[src/hw/rtl/tist_pkg.sv]
// Shared types and constants for the touch identifier slot table.
// Used by tist_ctrl and touch_id_slot_table; depends on nothing.
package tist_pkg;

    localparam logic [31:0] IDENT_FREE = 32'hFFFF_FFFF;
    localparam int          POS_W      = 64;
    localparam int          SLOT_OUT_W = 4;

    typedef enum logic [2:0] {
        CMD_ACQUIRE     = 3'd0,
        CMD_FIND        = 3'd1,
        CMD_RELEASE     = 3'd2,
        CMD_RELEASE_ALL = 3'd3,
        CMD_OWNS        = 3'd4,
        CMD_SET_POS     = 3'd5,
        CMD_GET_POS     = 3'd6
    } cmd_t;

    typedef enum logic [2:0] {
        ST_IDLE,
        ST_EXEC,
        ST_SCAN,
        ST_DRAIN,
        ST_FINISH
    } state_t;

    typedef struct packed {
        cmd_t              cmd;
        logic [31:0]       ident;
        logic [7:0]        slot_index;
        logic [POS_W-1:0]  new_x;
        logic [POS_W-1:0]  new_y;
    } req_t;

    typedef struct packed {
        logic                  ok;
        logic [SLOT_OUT_W-1:0] slot;
        logic [POS_W-1:0]      pos_x;
        logic [POS_W-1:0]      pos_y;
    } res_t;

endpackage

[src/hw/rtl/tist_pos_ram.sv]
// Position memory: one x/y pair per slot, one write and one registered read port.
// Stand-alone; no package needed.
module tist_pos_ram #(
    parameter int DEPTH = 16,
    parameter int WIDTH = 128
) (
    input  logic                                        aclk,
    input  logic                                        wr_en,
    input  logic [$clog2(DEPTH > 1 ? DEPTH : 2)-1:0]    wr_addr,
    input  logic [WIDTH-1:0]                            wr_data,
    input  logic                                        rd_en,
    input  logic [$clog2(DEPTH > 1 ? DEPTH : 2)-1:0]    rd_addr,
    output logic [WIDTH-1:0]                            rd_data
);

    logic [WIDTH-1:0] mem [DEPTH];
    logic [WIDTH-1:0] rd_data_reg;

    always_ff @(posedge aclk) begin
        if (wr_en) begin
            mem[wr_addr] <= wr_data;
        end
        if (rd_en) begin
            rd_data_reg <= mem[rd_addr];
        end
    end

    assign rd_data = rd_data_reg;

endmodule

[src/hw/rtl/tist_ctrl.sv]
// Command sequencer: identifier memory, occupancy flags, scan engine and
// position memory control. Depends on tist_pkg and tist_pos_ram.
module tist_ctrl #(
    parameter int SLOTS = 16
) (
    input  logic          aclk,
    input  logic          aresetn,
    input  logic          in_valid,
    output logic          in_ready,
    input  tist_pkg::req_t in_req,
    output logic          res_valid,
    input  logic          res_ready,
    output tist_pkg::res_t res
);
    import tist_pkg::*;

    localparam int AW = $clog2(SLOTS > 1 ? SLOTS : 2);
    localparam int CW = $clog2(SLOTS + 1);

    state_t          state_reg, state_next;
    req_t            req_reg;
    logic [CW-1:0]   cnt_reg;
    logic            cmp_vld_reg;
    logic [AW-1:0]   cmp_addr_reg;
    logic            found_vld_reg;
    logic [AW-1:0]   found_addr_reg;
    logic            free_vld_reg;
    logic [AW-1:0]   free_addr_reg;
    logic [SLOTS-1:0] occ_reg;
    logic [31:0]     id_rd_reg;
    logic [31:0]     id_mem [SLOTS];

    logic            scan_rd, id_wr, occ_set, occ_clr, occ_clr_all;
    logic            pos_rd, pos_wr;
    logic [AW-1:0]   pos_wr_addr;
    logic [2*POS_W-1:0] pos_wr_data, pos_rd_data;
    logic            in_range, slot_occ, ident_is_free;
    logic [AW-1:0]   sidx;
    logic            hit, free_hit;
    logic [7:0]      found_wide, free_wide;

    assign in_range      = {1'b0, req_reg.slot_index} < 9'(SLOTS);
    assign sidx          = req_reg.slot_index[AW-1:0];
    assign slot_occ      = in_range && occ_reg[sidx];
    assign ident_is_free = req_reg.ident == IDENT_FREE;
    assign found_wide    = 8'(found_addr_reg);
    assign free_wide     = 8'(free_addr_reg);

    // first matching and first free entry seen by the compare stage
    assign hit      = cmp_vld_reg && occ_reg[cmp_addr_reg] && !found_vld_reg &&
                      (id_rd_reg == req_reg.ident);
    assign free_hit = cmp_vld_reg && !occ_reg[cmp_addr_reg] && !free_vld_reg;

    always_ff @(posedge aclk) begin
        if (!aresetn) begin
            state_reg <= ST_IDLE;
        end else begin
            state_reg <= state_next;
        end
    end

    always_comb begin
        state_next  = state_reg;
        in_ready    = 1'b0;
        scan_rd     = 1'b0;
        id_wr       = 1'b0;
        occ_set     = 1'b0;
        occ_clr     = 1'b0;
        occ_clr_all = 1'b0;
        pos_rd      = 1'b0;
        pos_wr      = 1'b0;
        pos_wr_addr = sidx;
        pos_wr_data = '0;
        res_valid   = 1'b0;
        res         = '0;
        unique case (state_reg)
            ST_IDLE: begin
                in_ready = 1'b1;
                if (in_valid) begin
                    state_next = ST_EXEC;
                end
            end
            ST_EXEC: begin
                case (req_reg.cmd)
                    CMD_ACQUIRE, CMD_FIND, CMD_RELEASE: begin
                        state_next = ident_is_free ? ST_FINISH : ST_SCAN;
                    end
                    CMD_GET_POS: begin
                        pos_rd     = slot_occ;
                        state_next = ST_FINISH;
                    end
                    default: begin
                        state_next = ST_FINISH;
                    end
                endcase
            end
            ST_SCAN: begin
                if (cnt_reg == CW'(SLOTS)) begin
                    state_next = ST_DRAIN;
                end else begin
                    scan_rd = 1'b1;
                end
            end
            ST_DRAIN: begin
                state_next = ST_FINISH;
            end
            ST_FINISH: begin
                if (res_ready) begin
                    res_valid  = 1'b1;
                    state_next = ST_IDLE;
                    case (req_reg.cmd)
                        CMD_ACQUIRE: begin
                            if (!ident_is_free && found_vld_reg) begin
                                res.ok   = 1'b1;
                                res.slot = found_wide[SLOT_OUT_W-1:0];
                            end else if (!ident_is_free && free_vld_reg) begin
                                // claim the lowest free slot and zero its position
                                res.ok      = 1'b1;
                                res.slot    = free_wide[SLOT_OUT_W-1:0];
                                id_wr       = 1'b1;
                                occ_set     = 1'b1;
                                pos_wr      = 1'b1;
                                pos_wr_addr = free_addr_reg;
                            end
                        end
                        CMD_FIND: begin
                            if (found_vld_reg) begin
                                res.ok   = 1'b1;
                                res.slot = found_wide[SLOT_OUT_W-1:0];
                            end
                        end
                        CMD_RELEASE: begin
                            occ_clr = found_vld_reg;
                        end
                        CMD_RELEASE_ALL: begin
                            occ_clr_all = 1'b1;
                        end
                        CMD_OWNS: begin
                            res.ok = slot_occ;
                        end
                        CMD_SET_POS: begin
                            pos_wr      = in_range;
                            pos_wr_data = {req_reg.new_y, req_reg.new_x};
                        end
                        CMD_GET_POS: begin
                            if (slot_occ) begin
                                res.ok    = 1'b1;
                                res.pos_x = pos_rd_data[POS_W-1:0];
                                res.pos_y = pos_rd_data[2*POS_W-1:POS_W];
                            end
                        end
                        default: begin
                        end
                    endcase
                end
            end
            default: begin
                state_next = ST_IDLE;
            end
        endcase
    end

    // scan bookkeeping and occupancy flags
    always_ff @(posedge aclk) begin
        if (!aresetn) begin
            cnt_reg        <= '0;
            cmp_vld_reg    <= 1'b0;
            cmp_addr_reg   <= '0;
            found_vld_reg  <= 1'b0;
            found_addr_reg <= '0;
            free_vld_reg   <= 1'b0;
            free_addr_reg  <= '0;
            occ_reg        <= '0;
        end else begin
            cmp_vld_reg <= scan_rd;
            if (scan_rd) begin
                cmp_addr_reg <= cnt_reg[AW-1:0];
                cnt_reg      <= cnt_reg + CW'(1);
            end
            if (state_reg == ST_EXEC) begin
                cnt_reg       <= '0;
                found_vld_reg <= 1'b0;
                free_vld_reg  <= 1'b0;
            end else begin
                if (hit) begin
                    found_vld_reg  <= 1'b1;
                    found_addr_reg <= cmp_addr_reg;
                end
                if (free_hit) begin
                    free_vld_reg  <= 1'b1;
                    free_addr_reg <= cmp_addr_reg;
                end
            end
            if (occ_clr_all) begin
                occ_reg <= '0;
            end else if (occ_set) begin
                occ_reg[free_addr_reg] <= 1'b1;
            end else if (occ_clr) begin
                occ_reg[found_addr_reg] <= 1'b0;
            end
        end
    end

    always_ff @(posedge aclk) begin
        if (in_valid && in_ready) begin
            req_reg <= in_req;
        end
        if (scan_rd) begin
            id_rd_reg <= id_mem[cnt_reg[AW-1:0]];
        end
        if (id_wr) begin
            id_mem[free_addr_reg] <= req_reg.ident;
        end
    end

    tist_pos_ram #(
        .DEPTH (SLOTS),
        .WIDTH (2 * POS_W)
    ) u_pos_ram (
        .aclk    (aclk),
        .wr_en   (pos_wr),
        .wr_addr (pos_wr_addr),
        .wr_data (pos_wr_data),
        .rd_en   (pos_rd),
        .rd_addr (sidx),
        .rd_data (pos_rd_data)
    );

    a_cnt_bound: assert property (@(posedge aclk) disable iff (!aresetn)
        cnt_reg <= CW'(SLOTS))
        else $error("scan counter past table depth");

    a_done_to_idle: assert property (@(posedge aclk) disable iff (!aresetn)
        res_valid |=> state_reg == ST_IDLE)
        else $error("sequencer did not return to idle after result");

    a_found_occupied: assert property (@(posedge aclk) disable iff (!aresetn)
        (state_reg == ST_FINISH && found_vld_reg) |-> occ_reg[found_addr_reg])
        else $error("matched slot is not occupied");

    a_free_unoccupied: assert property (@(posedge aclk) disable iff (!aresetn)
        (state_reg == ST_FINISH && free_vld_reg) |-> !occ_reg[free_addr_reg])
        else $error("free candidate slot is occupied");

endmodule

[src/hw/rtl/touch_id_slot_table.sv]
// Top level of the touch identifier slot table: stream ports, request
// unpacking and result register. Depends on tist_pkg and tist_ctrl.
//
//  channel | dir | tdata                                   | tuser
//  s_      | in  | ident, slot_index, new_x, new_y         | command
//  m_      | out | slot_out, pos_x, pos_y                  | ok
//
// Acquire, find and release with a real identifier scan the identifier memory
// one entry per cycle between acceptance and m_tvalid, followed by its compare
// and drain stages; all other requests go from execute straight to finish.
// One request is in work at a time; the next is accepted while a finished
// result still waits in the output register.
// aresetn clears the state machine and marks every slot free.
// A stalled m_tready holds the result and, if still held, the next finish.
module touch_id_slot_table #(
    parameter int SLOTS = 16
) (
    input  logic         aclk,
    input  logic         aresetn,
    input  logic         s_tvalid,
    output logic         s_tready,
    // [31:0] ident, [39:32] slot_index, [103:40] new_x, [167:104] new_y
    input  logic [167:0] s_tdata,
    // [2:0] command
    input  logic [2:0]   s_tuser,
    output logic         m_tvalid,
    input  logic         m_tready,
    // [3:0] slot_out, [67:4] pos_x, [131:68] pos_y, [135:132] zero
    output logic [135:0] m_tdata,
    // [0] ok
    output logic [0:0]   m_tuser
);
    import tist_pkg::*;

    req_t in_req;
    res_t res, res_reg;
    logic res_valid, res_ready;
    logic m_tvalid_reg;

    assign in_req.cmd        = cmd_t'(s_tuser);
    assign in_req.ident      = s_tdata[31:0];
    assign in_req.slot_index = s_tdata[39:32];
    assign in_req.new_x      = s_tdata[103:40];
    assign in_req.new_y      = s_tdata[167:104];

    // take a new result when the register is empty or being drained
    assign res_ready = !m_tvalid_reg || m_tready;

    tist_ctrl #(
        .SLOTS (SLOTS)
    ) u_ctrl (
        .aclk      (aclk),
        .aresetn   (aresetn),
        .in_valid  (s_tvalid),
        .in_ready  (s_tready),
        .in_req    (in_req),
        .res_valid (res_valid),
        .res_ready (res_ready),
        .res       (res)
    );

    always_ff @(posedge aclk) begin
        if (!aresetn) begin
            m_tvalid_reg <= 1'b0;
        end else if (res_ready) begin
            m_tvalid_reg <= res_valid;
        end
    end

    always_ff @(posedge aclk) begin
        if (res_valid && res_ready) begin
            res_reg <= res;
        end
    end

    assign m_tvalid = m_tvalid_reg;
    assign m_tdata  = {4'b0, res_reg.pos_y, res_reg.pos_x, res_reg.slot};
    assign m_tuser  = res_reg.ok;

endmodule
[config.mk]
export PLATFORM = sky130hd
export DESIGN_NAME = touch_id_slot_table
export DESIGN_NICKNAME = d
export VERILOG_FILES = /design/src/hw/rtl/tist_pkg.sv /design/src/hw/rtl/tist_pos_ram.sv /design/src/hw/rtl/tist_ctrl.sv /design/src/hw/rtl/touch_id_slot_table.sv
export SDC_FILE = /design/constraint.sdc
export NUM_CORES = 2
export LEC_CHECK = 0
export BUFFER_PORTS_ARGS = -buffer_cell sky130_fd_sc_hd__buf_2
export CORE_MARGIN = 8
export CORE_UTILIZATION = 45
export CTS_CLUSTER_SIZE = 10
export DETAILED_ROUTE_END_ITERATION = 16
export PLACE_DENSITY_LB_ADDON = 0.05
export SKIP_CTS_REPAIR_TIMING = 1
export SKIP_LAST_GASP = 1
export SLEW_MARGIN = 30
export SYNTH_ARGS = -nofsm -noshare
export SYNTH_HDL_FRONTEND = slang
export SYNTH_SLANG_ARGS = --single-unit
[constraint.sdc]
create_clock -name aclk -period 8.9 [get_ports aclk]
set_input_delay 1.335 -clock aclk [delete_from_list [all_inputs] [get_ports aclk]]
set_output_delay 1.335 -clock aclk [all_outputs]
set_load 0.005 [all_outputs]
==> impl_metrics.json <==
{
  "placementRows": 185,
  "powerDensity_nw_per_um2": 225.9,
  "p_leak_nw": 45.42,
  "setup_viol": 0,
  "first_pass_iters": 5,
  "fin_tns_setup_ns": 0,
  "post-route-drc-count": 0,
  "synth-edff-count": 3024,
  "grt_max_degree": 131,
  "fillerInstances": 19660,
  "slowest_stage": "nor4_1",
  "clock_sinks": 3064,
  "hold_viol_final": 0,
  "tritoncts.num_buffers": 364,
  "clock_path_buffers": 4,
  "synth-seq-cells": 3064,
  "path_buf_inv": 3,
  "peakVddDrop_uv": 198.1,
  "maxCapViolCount": 0,
  "avgSynthCellArea_sq_um": 24.59,
  "fmax_ghz": 0.1903,
  "rsz0062_at_grt": "no",
  "io_buffers": 309,
  "worst_pin_slew_ns": 0.9612,
  "die_y_microns": 519.5,
  "synth.cell_area_sq_um": 114100,
  "crit_path_max_incr_delay_ns": 0.87,
  "drt_iter0_markers": 4498,
  "finalCritPeriodShare_pct": 59.04,
  "wl_per_cell_microns": 31.80,
  "crit_fanout": 95,
  "cp_cell_sequence": "nand4_1, nor4_1, a2111o_1, buf_4, mux2i_1, nand2b_1, nor2_4, buf_12, buf_4",
  "cp-end-kind": "flop",
  "critical_path_arrival_ns": 5.78,
  "clk_pin_slew_ns": 0.05,
  "seq_area_frac_synth_pct": 80.29,
  "post-dp-hpwl_microns": 143200,
  "cpLargestDelayFamily": "simple AND/OR/NAND/NOR gates",
  "grt_use_total_pct": 20.27,
  "io_pins": 314,
  "start_kind": "flop",
  "synth_cell_type_count": 49,
  "syn_inst": 4639,
  "worstHoldPathType": "reg -> reg",
  "place_congestion": 0.7605,
  "grt_pass1_wl_microns": 397000,
  "wirelength_microns": 275700,
  "finalCriticalPeriod_ns": 5.255,
  "yosysWarnings": 0,
  "coreArea_sq_um": 253200,
  "report.final.slew_viol_count": 0,
  "grt_pass1_vias": 53590,
  "htreeDepth": 5,
  "relSlewSlack_pct": 35.92,
  "cts_tree": "built",
  "clk_latency_ns": 0.94,
  "die_area_sq_um": 269900,
  "layout_common_cells": "3024 x edfxtp_1, 809 x mux4_2, 373 x clkbuf_16",
  "gr-total-overflow": 0,
  "fin_skew_ns": 0.04891,
  "layout_commonest_cell": "edfxtp_1",
  "cpMostUsedCell": "buf_4",
  "synth_flop_cell": "edfxtp_1",
  "initial_utilization_pct": 45.05,
  "async_reset_ff_share_pct": 0,
  "total_power_w": 0.02944,
  "dr_total_vias": 49980,
  "largest_reg_flops": 2048,
  "antenna_found_initial": 20,
  "area_growth_pct": 14.23,
  "layout.nets": 5382,
  "root_buffer": "clkbuf_16",
  "ant_nets": 0,
  "path_class": "reg -> reg",
  "vias_per_cell": 5.765,
  "die_x_microns": 519.5,
  "cp.required_ns": 9.43,
  "layout-drive-gt1-share_pct": 31.50,
  "status": "complete, no violations"
}
==> per-layer routing <==
layer  global-route usage, %  vias up  wire length, microns
met2                   33.38     1402                135800
li1                        -    20750                     -
met5                       0        -                     0
met1                   28.97    27430                120100
met4                   4.799        0                  6273
met3                   2.990      399                 13530
==> kinds of logic (layout without fill, tap and decap cells) <==
logic type | Yosys count | count (layout) | share of synthesized area (%)
AO/OA/AOI/OAI | 53 | 53 | 0.3071
AND/OR/NAND/NOR | 433 | 433 | 2.208
flip-flops | 3064 | 3064 | 80.29
adder cells (fa/ha/maj) | 2 | 2 | 0.02193
XOR/XNOR | 35 | 35 | 0.2687
other | 1 | 7 | 0.003287
multiplexers | 814 | 814 | 16.01
buffers and inverters | 237 | 896 | 0.8839
==> synthesized netlist by cell type (2+ instances only) <==
library cell,instances,area share (%)
and3_1,3,0.016
o21ai_0,10,0.044
edfxtp_1,3024,80
buf_1,57,0.19
o21a_1,2,0.013
nand4_1,22,0.12
a311oi_1,4,0.031
nor3_1,15,0.066
mux2i_1,5,0.044
ha_1,2,0.022
a211oi_1,11,0.072
a21oi_1,15,0.066
buf_4,4,0.026
or2_2,4,0.022
buf_2,5,0.022
nand3_1,10,0.044
inv_1,7,0.023
mux4_2,809,16
a22oi_1,4,0.026
nor4_1,12,0.066
nor2b_1,4,0.022
nand2_1,25,0.082
and2_1,258,1.4
dfxtp_1,40,0.70
nor2_1,56,0.18
nand3b_1,3,0.020
clkbuf_1,150,0.49
buf_6,13,0.13
and4_1,2,0.015
xnor2_1,31,0.24
nand2b_1,11,0.060
xor2_1,4,0.031
==> power by group <==
part	switching (W)	leakage, nW	internal [W]
clock	0.00528	4.78	0.00751
sequential	0.000107	32.5	0.0158
combinational	0.000430	8.10	0.000298
==> worst paths after layout <==
| check | cells after the start | startpoint | to | slack [ns] |
|---|---|---|---|---|
| max | 9 | u_ctrl.req_reg[136] | u_ctrl.u_pos_ram.mem[5][38] | 3.65 |
| min | 2 | u_ctrl.free_vld_reg | u_ctrl.free_vld_reg | 0.49 |
| max reg2reg | 9 | u_ctrl.req_reg[136] | u_ctrl.u_pos_ram.mem[5][38] | 3.65 |
| min reg2reg | 2 | u_ctrl.free_vld_reg | u_ctrl.free_vld_reg | 0.49 |
==> stage by stage <==
stage / utilization, % / instances / instance area [sq um] / worst slack (ns) / hold slack [ns]
after CTS: 51.43 / 8664 / 130200 / 3.569 / 0.4833
after floorplan: - / 4642 / 114100 / 0.2429 / 0.4458
after detailed placement: 47.56 / 8202 / 120400 / 3.592 / 0.4749
after global placement: 47.45 / 8193 / 120200 / 3.201 / 0.4707
final: 51.47 / 8670 / 130300 / 3.646 / 0.4887
after global routing: 51.46 / 8668 / 130300 / 3.411 / 0.4966
==> layout make-up <==
class                   count  area (sq um)  area share [%]
repair buffers            426          2912           2.234
clock buffers             445          9644           7.400
multi-input cells        1341         21740           16.68
diodes                      3         7.507        0.005760
well taps                3366          4212           3.232
inverters                   8         30.03         0.02304
clock inverters            17         165.2          0.1267
flip-flops and latches   3064         91620           70.30
==> tightest hold or removal path, cell delays in order (launching register included) <==
cell,delay (ns)
dfxtp_1,0.31
inv_1,0.06
a21oi_1,0.06
No activity file was read; power rests on OpenSTA's default activity.
